[src/rtl/rwct_pkg.sv]
// ----------------------------------------------------------------------------
// rwct_pkg
// Shared types and constants of the relay window cycle timer.
// ----------------------------------------------------------------------------
package rwct_pkg;

  localparam int unsigned DaySeconds = 86400;
  localparam int unsigned WrapGuard  = 7000;
  localparam int unsigned SecPerMin  = 60;
  localparam int unsigned SecPerHour = 3600;

  localparam int unsigned SecW = 17;  // seconds of day
  localparam int unsigned MinW = 11;  // minutes of day

  localparam logic [SecW-1:0] DaySecondsC = SecW'(DaySeconds);
  localparam logic [SecW-1:0] WrapGuardC  = SecW'(WrapGuard);

  // mode bit positions
  localparam int unsigned ModeAuto     = 0;
  localparam int unsigned ModeForceOn  = 1;
  localparam int unsigned ModeForceOff = 2;
  localparam int unsigned ModeWindow   = 3;
  localparam int unsigned ModeRepeat   = 4;

  typedef enum logic [2:0] {
    CfgMode        = 3'd0,
    CfgWindowStart = 3'd1,
    CfgWindowEnd   = 3'd2,
    CfgOffMinutes  = 3'd3,
    CfgOnSeconds   = 3'd4
  } cfg_idx_e;

  typedef struct packed {
    logic [4:0]  mode_bits;
    logic [10:0] window_start_minute;
    logic [10:0] window_end_minute;
    logic [9:0]  off_minutes;
    logic [9:0]  on_seconds;
  } cfg_t;

  typedef struct packed {
    logic [4:0] hour;
    logic [5:0] minute;
    logic [5:0] second;
    logic       time_edited;
  } in_t;

  typedef struct packed {
    logic relay_on;
    logic shown_on;
  } out_t;

  // one tick after time-of-day conversion
  typedef struct packed {
    logic [MinW-1:0] now_min;
    logic [SecW-1:0] at_sec;
    logic            edited;
  } tick_t;

endpackage

[src/rtl/rwct_cfg.sv]
// ----------------------------------------------------------------------------
// rwct_cfg
// Configuration register file, written through its own valid/ready port.
// ----------------------------------------------------------------------------
module rwct_cfg (
  input  logic               clk_i,
  input  logic               rst_ni,
  input  logic               cfg_valid_i,
  output logic               cfg_ready_o,
  input  logic [2:0]         cfg_index_i,
  input  logic [10:0]        cfg_data_i,
  output rwct_pkg::cfg_t     cfg_o
);

  rwct_pkg::cfg_t cfg_q;

  assign cfg_ready_o = 1'b1;
  assign cfg_o       = cfg_q;

  always_ff @(posedge clk_i or negedge rst_ni) begin
    if (!rst_ni) begin
      cfg_q.mode_bits           <= 5'd4;
      cfg_q.window_start_minute <= 11'd0;
      cfg_q.window_end_minute   <= 11'd1439;
      cfg_q.off_minutes         <= 10'd1;
      cfg_q.on_seconds          <= 10'd10;
    end else if (cfg_valid_i) begin
      case (cfg_index_i)
        rwct_pkg::CfgMode:        cfg_q.mode_bits           <= cfg_data_i[4:0];
        rwct_pkg::CfgWindowStart: cfg_q.window_start_minute <= cfg_data_i;
        rwct_pkg::CfgWindowEnd:   cfg_q.window_end_minute   <= cfg_data_i;
        rwct_pkg::CfgOffMinutes:  cfg_q.off_minutes         <= cfg_data_i[9:0];
        rwct_pkg::CfgOnSeconds:   cfg_q.on_seconds          <= cfg_data_i[9:0];
        default: ;
      endcase
    end
  end

endmodule

[src/rtl/rwct_in_stage.sv]
// ----------------------------------------------------------------------------
// rwct_in_stage
// Input register: converts the time of day into minutes and seconds of day.
// ----------------------------------------------------------------------------
module rwct_in_stage (
  input  logic            clk_i,
  input  logic            rst_ni,
  input  logic            in_valid_i,
  output logic            in_ready_o,
  input  rwct_pkg::in_t   in_data_i,
  output logic            tick_valid_o,
  input  logic            tick_take_i,
  output rwct_pkg::tick_t tick_o
);

  localparam int unsigned SecW = rwct_pkg::SecW;
  localparam int unsigned MinW = rwct_pkg::MinW;

  logic            valid_q;
  rwct_pkg::tick_t tick_q;
  rwct_pkg::tick_t tick_d;
  logic [SecW-1:0] sum_sec;
  logic            accept;

  assign in_ready_o   = !valid_q || tick_take_i;
  assign accept       = in_valid_i && in_ready_o;
  assign tick_valid_o = valid_q;
  assign tick_o       = tick_q;

  always_comb begin
    sum_sec = SecW'(in_data_i.hour) * SecW'(rwct_pkg::SecPerHour)
            + SecW'(in_data_i.minute) * SecW'(rwct_pkg::SecPerMin)
            + SecW'(in_data_i.second);
    tick_d.now_min = MinW'(in_data_i.hour) * MinW'(rwct_pkg::SecPerMin)
                   + MinW'(in_data_i.minute);
    // sum stays below two days, one subtract wraps it
    tick_d.at_sec  = (sum_sec >= rwct_pkg::DaySecondsC) ?
                     sum_sec - rwct_pkg::DaySecondsC : sum_sec;
    tick_d.edited  = in_data_i.time_edited;
  end

  always_ff @(posedge clk_i or negedge rst_ni) begin
    if (!rst_ni) begin
      valid_q <= 1'b0;
    end else if (accept) begin
      valid_q <= 1'b1;
    end else if (tick_take_i) begin
      valid_q <= 1'b0;
    end
  end

  always_ff @(posedge clk_i) begin
    if (accept) begin
      tick_q <= tick_d;
    end
  end

endmodule

[src/rtl/rwct_core.sv]
// ----------------------------------------------------------------------------
// rwct_core
// Mode, window and repeat decision with the channel state and result register.
// ----------------------------------------------------------------------------
module rwct_core (
  input  logic            clk_i,
  input  logic            rst_ni,
  input  rwct_pkg::cfg_t  cfg_i,
  input  logic            tick_valid_i,
  output logic            tick_take_o,
  input  rwct_pkg::tick_t tick_i,
  output logic            out_valid_o,
  input  logic            out_ready_i,
  output rwct_pkg::out_t  out_data_o
);

  localparam int unsigned SecW = rwct_pkg::SecW;

  logic            phase_q, phase_d;
  logic            pend_q, pend_d;
  logic [SecW-1:0] tsec_q, tsec_d;
  logic            stat_q, stat_d;
  logic            out_valid_q;
  rwct_pkg::out_t  out_q, out_d;

  logic            force_on, force_off, has_window, has_repeat;
  logic            outside, due, phase_eff;
  logic [SecW-1:0] elapsed;
  logic [SecW:0]   next_sum;
  logic [SecW:0]   next_wrap;

  assign tick_take_o = tick_valid_i && (!out_valid_q || out_ready_i);
  assign out_valid_o = out_valid_q;
  assign out_data_o  = out_q;

  always_comb begin
    force_on   = !cfg_i.mode_bits[rwct_pkg::ModeAuto] &&
                 cfg_i.mode_bits[rwct_pkg::ModeForceOn];
    force_off  = !force_on && cfg_i.mode_bits[rwct_pkg::ModeForceOff];
    has_window = cfg_i.mode_bits[rwct_pkg::ModeWindow];
    has_repeat = cfg_i.mode_bits[rwct_pkg::ModeRepeat];

    outside = 1'b0;
    if (has_window) begin
      if (cfg_i.window_start_minute <= cfg_i.window_end_minute) begin
        outside = (tick_i.now_min < cfg_i.window_start_minute) ||
                  (tick_i.now_min >= cfg_i.window_end_minute);
      end else begin
        outside = (tick_i.now_min >= cfg_i.window_end_minute) &&
                  (tick_i.now_min < cfg_i.window_start_minute);
      end
    end

    elapsed   = tick_i.at_sec - tsec_q;
    due       = !pend_q || ((tick_i.at_sec >= tsec_q) && (elapsed < rwct_pkg::WrapGuardC));
    phase_eff = phase_q;
    // an edited clock restarts the cycle into its off phase
    if (tick_i.edited) begin
      due       = 1'b1;
      phase_eff = 1'b1;
    end

    if (phase_eff) begin
      next_sum = (SecW+1)'(tick_i.at_sec)
               + (SecW+1)'(cfg_i.off_minutes) * (SecW+1)'(rwct_pkg::SecPerMin);
    end else begin
      next_sum = (SecW+1)'(tick_i.at_sec) + (SecW+1)'(cfg_i.on_seconds);
    end
    next_wrap = (next_sum >= (SecW+1)'(rwct_pkg::DaySeconds)) ?
                next_sum - (SecW+1)'(rwct_pkg::DaySeconds) : next_sum;

    phase_d = phase_q;
    pend_d  = pend_q;
    tsec_d  = tsec_q;
    stat_d  = stat_q;
    out_d.relay_on = 1'b0;

    if (force_off) begin
      stat_d = 1'b0;
    end else if (force_on) begin
      stat_d         = 1'b1;
      out_d.relay_on = 1'b1;
    end else if (!has_window && !has_repeat) begin
      stat_d = 1'b0;
    end else if (outside) begin
      stat_d  = 1'b0;
      phase_d = 1'b0;
      pend_d  = 1'b0;
    end else if (has_repeat) begin
      if (!due) begin
        phase_d        = phase_eff;
        out_d.relay_on = phase_eff;
      end else begin
        // flip phase and schedule the next toggle
        phase_d        = !phase_eff;
        stat_d         = !phase_eff;
        out_d.relay_on = !phase_eff;
        tsec_d         = next_wrap[SecW-1:0];
        pend_d         = 1'b1;
      end
    end else begin
      stat_d         = 1'b1;
      out_d.relay_on = 1'b1;
    end
    out_d.shown_on = stat_d;
  end

  always_ff @(posedge clk_i or negedge rst_ni) begin
    if (!rst_ni) begin
      phase_q     <= 1'b0;
      pend_q      <= 1'b0;
      tsec_q      <= '0;
      stat_q      <= 1'b0;
      out_valid_q <= 1'b0;
    end else begin
      if (tick_take_o) begin
        phase_q     <= phase_d;
        pend_q      <= pend_d;
        tsec_q      <= tsec_d;
        stat_q      <= stat_d;
        out_valid_q <= 1'b1;
      end else if (out_ready_i) begin
        out_valid_q <= 1'b0;
      end
    end
  end

  // hold the result beat until it is taken
  always_ff @(posedge clk_i) begin
    if (tick_take_o) begin
      out_q <= out_d;
    end
  end

endmodule

[src/rtl/relay_window_cycle_timer.sv]
// One relay channel timer. Each input beat is a tick carrying hour, minute,
// second and a time-edited flag; each tick yields exactly one result beat
// with the relay drive and the displayed status. A tick is accepted every
// clock cycle when the result side keeps up; a result passes through the input
// register, then the result register that the channel state updates with in
// the same cycle, and is held there until taken. Configuration is written
// through a separate port, index 0 mode bits, 1 window start, 2 window end,
// 3 off minutes, 4 on seconds, and must only be written while no tick is in
// flight.
// ----------------------------------------------------------------------------
// relay_window_cycle_timer
// Top level: configuration registers, tick input stage and relay decision.
// ----------------------------------------------------------------------------
module relay_window_cycle_timer (
  input  logic           clk_i,
  input  logic           rst_ni,
  input  logic           in_valid_i,
  output logic           in_ready_o,
  input  rwct_pkg::in_t  in_data_i,
  output logic           out_valid_o,
  input  logic           out_ready_i,
  output rwct_pkg::out_t out_data_o,
  input  logic           cfg_valid_i,
  output logic           cfg_ready_o,
  input  logic [2:0]     cfg_index_i,
  input  logic [10:0]    cfg_data_i
);

  rwct_pkg::cfg_t  cfg;
  rwct_pkg::tick_t tick;
  logic            tick_valid;
  logic            tick_take;

  rwct_cfg u_cfg (
    .clk_i       (clk_i),
    .rst_ni      (rst_ni),
    .cfg_valid_i (cfg_valid_i),
    .cfg_ready_o (cfg_ready_o),
    .cfg_index_i (cfg_index_i),
    .cfg_data_i  (cfg_data_i),
    .cfg_o       (cfg)
  );

  rwct_in_stage u_in_stage (
    .clk_i        (clk_i),
    .rst_ni       (rst_ni),
    .in_valid_i   (in_valid_i),
    .in_ready_o   (in_ready_o),
    .in_data_i    (in_data_i),
    .tick_valid_o (tick_valid),
    .tick_take_i  (tick_take),
    .tick_o       (tick)
  );

  rwct_core u_core (
    .clk_i        (clk_i),
    .rst_ni       (rst_ni),
    .cfg_i        (cfg),
    .tick_valid_i (tick_valid),
    .tick_take_o  (tick_take),
    .tick_i       (tick),
    .out_valid_o  (out_valid_o),
    .out_ready_i  (out_ready_i),
    .out_data_o   (out_data_o)
  );

endmodule

[config.mk]
export PLATFORM = sky130hd
export DESIGN_NAME = relay_window_cycle_timer
export DESIGN_NICKNAME = d
export VERILOG_FILES = /design/src/rtl/rwct_pkg.sv /design/src/rtl/rwct_cfg.sv /design/src/rtl/rwct_in_stage.sv /design/src/rtl/rwct_core.sv /design/src/rtl/relay_window_cycle_timer.sv
export SDC_FILE = /design/constraint.sdc
export NUM_CORES = 1
export LEC_CHECK = 0
export ABC_CLOCK_PERIOD_IN_PS = 6600
export BUFFER_PORTS_ARGS = -buffer_cell sky130_fd_sc_hd__buf_4
export CORE_UTILIZATION = 64
export CTS_CLUSTER_SIZE = 40
export DETAILED_ROUTE_END_ITERATION = 7
export HOLD_SLACK_MARGIN = 0.08
export PLACE_DENSITY = 0.82
export REMOVE_ABC_BUFFERS = 1
export SYNTH_ARGS = -nofsm -noshare
export SYNTH_HDL_FRONTEND = slang
export SYNTH_HIERARCHICAL = 1
export SYNTH_SLANG_ARGS = --single-unit
[constraint.sdc]
create_clock -name clk_i -period 6.6 [get_ports clk_i]
set_input_delay 1.32 -clock clk_i [delete_from_list [all_inputs] [get_ports clk_i]]
set_output_delay 1.32 -clock clk_i [all_outputs]
set_load 0.01 [all_outputs]
Word level (Yosys, flattened, before mapping)
Index checks and enable logic that the tools add are counted.
{"block": "totals", "regBits": 100, "inputBits": 37, "out_inout_bits": 5}
{"block": "classes", "n_addsub": 8, "multipliers": 4, "magnitude_cmp": 7, "n_eq_ne": 4, "n_mux": 27, "bitwise_logic": 4, "n_reduce_logical": 32}
{"operator": "17-bit two-way mux", "count": 2}
{"operator": "17-bit subtractor (second input constant)", "count": 2}
{"operator": "1-bit two-way mux", "count": 24}
{"operator": "17-bit by 10-bit adder with 18-bit output", "count": 1}
{"operator": "17-bit by 16-bit adder with 18-bit output", "count": 1}
{"operator": "18-bit by 17-bit >= comparator with 1-bit output (second input constant)", "count": 1}
{"operator": "18-bit two-way mux", "count": 1}
{"operator": "17-bit by 12-bit adder with 17-bit output", "count": 1}
{"operator": "17-bit by 6-bit adder with 17-bit output", "count": 1}
{"operator": "17-bit >= comparator", "count": 1}
{"operator": "17-bit >= comparator (second input constant)", "count": 1}
{"operator": "17-bit by 13-bit < comparator with 1-bit output (second input constant)", "count": 1}
{"operator": "17-bit subtractor", "count": 1}
{"operator": "10-bit by 4-bit multiplier with 14-bit output (second input constant)", "count": 1}
{"operator": "5-bit by 8-bit multiplier with 13-bit output (second input constant)", "count": 1}
{"operator": "11-bit by 6-bit adder with 11-bit output", "count": 1}
{"operator": "11-bit >= comparator", "count": 1}
{"operator": "11-bit <= comparator", "count": 1}
{"operator": "11-bit < comparator", "count": 1}
{"operator": "6-bit by 4-bit multiplier with 10-bit output (second input constant)", "count": 1}
{"operator": "2-bit AND reduction", "count": 5}
{"operator": "5-bit by 4-bit multiplier with 9-bit output (second input constant)", "count": 1}
{"operator": "1-bit logical NOT", "count": 8}
{"operator": "2-bit nonzero test", "count": 4}
{"operator": "10 further kinds", "count": 23}

Longest topological paths before layout
{"block": "depth", "word_depth": 11, "depth_mapped": 25}

Hierarchy
Netlist, hierarchy kept.
{"mod": "rwct_core", "instances": 1, "cells_each": 669, "area_each_um2": 5243.8, "seq_area_each_um2": 585.6}
{"mod": "rwct_in_stage", "instances": 1, "cells_each": 309, "area_each_um2": 3397.0, "seq_area_each_um2": 895.9}
{"mod": "rwct_cfg", "instances": 1, "cells_each": 105, "area_each_um2": 1909.3, "seq_area_each_um2": 1191.1}

Worst setup path before layout
Ideal clock, no wire load.
{"block": "synth_path", "path_type": "in2reg", "from": "input in_data_i[7] in the netlist's numbering", "to": "register u_in_stage.tick_q (netlist bit u_in_stage/tick_o[9]), data pin", "t_arrival_ns": 5.883, "required_ns": 6.340, "path_slack_ns": 0.457, "cell_stages": 19, "cell_sequence": "fa_1 > fa_1 > ha_1 > a21o_1 > a21oi_1 > o21bai_1 > a21oi_1 > xnor2_1 > ha_1 > ha_1 > a21oi_2 > a21boi_1 > a2111oi_2 > nor3_1 > and4b_1 > xnor2_2 > buf_2 > a21oi_1 > mux2_2"}
{"item": "start, declared", "line": "relay_window_cycle_timer.sv:19", "source": "input rwct_pkg::in_t in_data_i,"}
{"item": "end signal, assigned", "line": "rwct_in_stage.sv:54", "source": "tick_q <= tick_d;"}
{"item": "end, declared", "line": "rwct_in_stage.sv:20", "source": "rwct_pkg::tick_t tick_q;"}

==> impl_metrics.ini <==
[synthesis]
synthTopCellsByCount = ha_1 (157), inv_1 (137), a21oi_1 (76), dfrtp_1 (57), nand2_1 (57)
yosysMostFrequentCell = ha_1
ys_types = 88
synth-main-ff-cell = dfrtp_1
syn_avg_cell_area_um2 = 9.74
yosys.area.top_type = ha_1
syn-instance-count = 1083
ys_top_cells_by_area = ha_1 (19%), dfrtp_1 (14%), edfxtp_1 (8.8%)
yosys_register_bits = 100
yosysWarnings = 6
netlist_area_um2 = 10600
ys_seq_area_share_pct = 25.3
ys_async_sr_fraction_pct = 69.0
synth_edf_count = 31
netlist.area_leader.share_pct = 18.6

[timing]
clock_skew_ps = 11.3
worst-slew-pin-transition_ps = 908
setup_violations = 0
rsz0062_at_grt = false
drv_slew = 0
finalCritPeriodShare_pct = 95.0
fmax_mhz = 160
timing_hold_violations_final = 0
fin_crit_ps = 6270
slew_headroom_pct = 39.4

[final_layout]
syn_to_final_growth_pct = 7.91
final_cells = 1344
drive_above_1_share_pct = 13.4
n_antenna_cell = 0
fin_nets = 1357

[cts]
post_cts_resized = 0
clkTransAtPathRegs_ps = 70
numCtsBuffers = 9
cts_tree = done
clockRootBuffer = clkbuf_16
clock_path_buffers = 2
postCtsHoldBufs = 0
cts_setup_buffers = 0
cts.sink_count = 100
h-tree-depth = 3
clock_latency_ps = 350

[critical_path]
critPathRequiredTime_ps = 6700
critical_path.max_fanout = 9
critPathCaptureType = flop
criticalPathCategory = input port to flop
critical_path_buf_inv_count = 1
worstPathCellList = buf_4 > fa_1 > fa_1 > ha_1 > a21o_1 > a21oi_1 > o21bai_1 > a21oi_1 > xnor2_1 > ha_1 > ha_1 > a21oi_2 > a21boi_1 > a2111oi_2 > nor4b_1 > xnor2_1 > a21o_4 > a21oi_1 > mux2_2
cpMaxStageDelayCell = fa_1
cp-start-kind = input port
cp_slowest_stage_delay_ps = 610
crit_family = compound AO/OA/AOI/OAI gates
cp_data_arrival_time_ps = 6370

[routing]
antenna_left = 0
viasPerCell = 6.07
drt_pass1_iterations = 5
drc = 0
drt_iter0_drc = 513
vias = 8157
wl_per_cell_um = 17.3
routed_wl_um = 23200

[global_route]
overflow = 0
grt_antenna_before_repair = 0
gr-usage-all-layers_pct = 28.7
grt_pass1_vias = 7967
grt_max_degree = 70
grt_first_pass_wirelength_um = 38200

[placed_design]
hpwl_um = 18200
finalWeightedCongestion = 0.938
dp_cells = 1328
port_buffers = 40

[flow_run]
drv_cap = 0

[status]
status = complete, no violations

[min_path]
hp-class = flop to flop

[floorplan]
core_area_um2 = 16000
rows = 46
die-area_um2 = 17000
num_io_pins = 42
initial_core_util_pct = 65.9
die_h_um = 130
die_x_um = 130
## state kept, by name, summed over array words and instances, names as in the netlist, 2 cells and up
register,flops
u_core/tsec_q,17
u_cfg/cfg_o,47
u_in_stage/tick_o,29
u_core/out_data_o,2
## through the flow
stage | worst slack [ps] | setup TNS [ps] | instance area [µm²] | util (%) | hold WS, ps
after floorplan | 484 | 0 | 10400 | - | 449
after global placement | 119 | 0 | 11100 | 69.2 | 458
after detailed placement | -0.0981 | -0.0981 | 11100 | 69.2 | 472
after CTS | 374 | 0 | 11400 | 71.2 | 487
after global routing | 36.1 | 0 | 11400 | 71.2 | 519
final | 332 | 0 | 11400 | 71.2 | 485
## layer usage
layer | up-vias | global-route usage (%) | wire length (µm)
met5 | - | 0 | 0
met4 | 0 | 8.65 | 548
met3 | 39 | 3.09 | 1040
met2 | 227 | 50.0 | 11000
met1 | 3930 | 37.6 | 10600
li1 | 3961 | - | -
## worst min-delay path: stages (launching register included)
cell,delay [ps]
dfrtp_1,340
nand2_1,50
nand3_1,60
## final cells by class
class                           instances  area [µm²]
Clock buffer                           12         268
Inverter                              137         514
Clock inverter                          4        40.0
Tap cell                              216         270
Fill cell                            1218        4620
Multi-Input combinational cell        827        7260
Timing Repair Buffer                   48         360
Sequential cell                       100        2670
## placed cells by master (no fill, tap or decap), types with 7 or more instances in the layout
| master | Yosys | routed |
|---|---|---|
| o21bai_1 | 13 | 13 |
| xor2_1 | 26 | 26 |
| a21o_1 | 25 | 25 |
| buf_4 | 2 | 48 |
| o211ai_1 | 11 | 11 |
| nor2b_1 | 8 | 8 |
| o21a_1 | 12 | 12 |
| mux2_2 | 31 | 31 |
| nor3_1 | 15 | 15 |
| ha_1 | 157 | 157 |
| o21ai_1 | 8 | 8 |
| a211oi_1 | 18 | 18 |
| nor2_1 | 44 | 44 |
| a31oi_1 | 13 | 13 |
| dfstp_2 | 12 | 12 |
| inv_1 | 137 | 137 |
| clkbuf_16 | 0 | 10 |
| xnor2_1 | 53 | 53 |
| nand2_1 | 57 | 57 |
| nand4_1 | 7 | 7 |
| a21oi_1 | 76 | 76 |
| o21ai_0 | 34 | 34 |
| dfrtp_1 | 57 | 57 |
| edfxtp_1 | 31 | 31 |
| nand3_1 | 20 | 20 |
| fa_1 | 40 | 40 |
| nand2b_1 | 14 | 14 |
| mux2_4 | 20 | 20 |
## final timing paths
path                                   from  slack (ps)                      end  depth (start not counted)
min in group asynchronous            rst_ni        1090  u_in_stage/tick_valid_o                          1
min                        u_core/tsec_q[7]         490         u_core/tsec_q[7]                          2
min reg2reg                u_core/tsec_q[7]         490         u_core/tsec_q[7]                          2
max                            in_data_i[7]         330     u_in_stage/tick_o[9]                         19
max reg2reg                 u_cfg/cfg_o[11]         760        u_core/tsec_q[13]                         24
max in group asynchronous            rst_ni        4910          u_cfg/cfg_o[17]                          1
## kinds of logic after synthesis
group	Yosys count	share of synthesized area, %
AOI/OAI and AO/OA	274	18.0
buffers and inverters	156	5.92
other	1	0.0355
xor gates and xnor gates	80	6.71
and+or+nand+nor	218	11.1
adders and majority gates	197	26.2
muxes	57	6.72
DFF	100	25.3
Power is left out: the tool's default activity adds up to more than one toggle a clock period on the data nets, which glitch-free logic cannot reach.
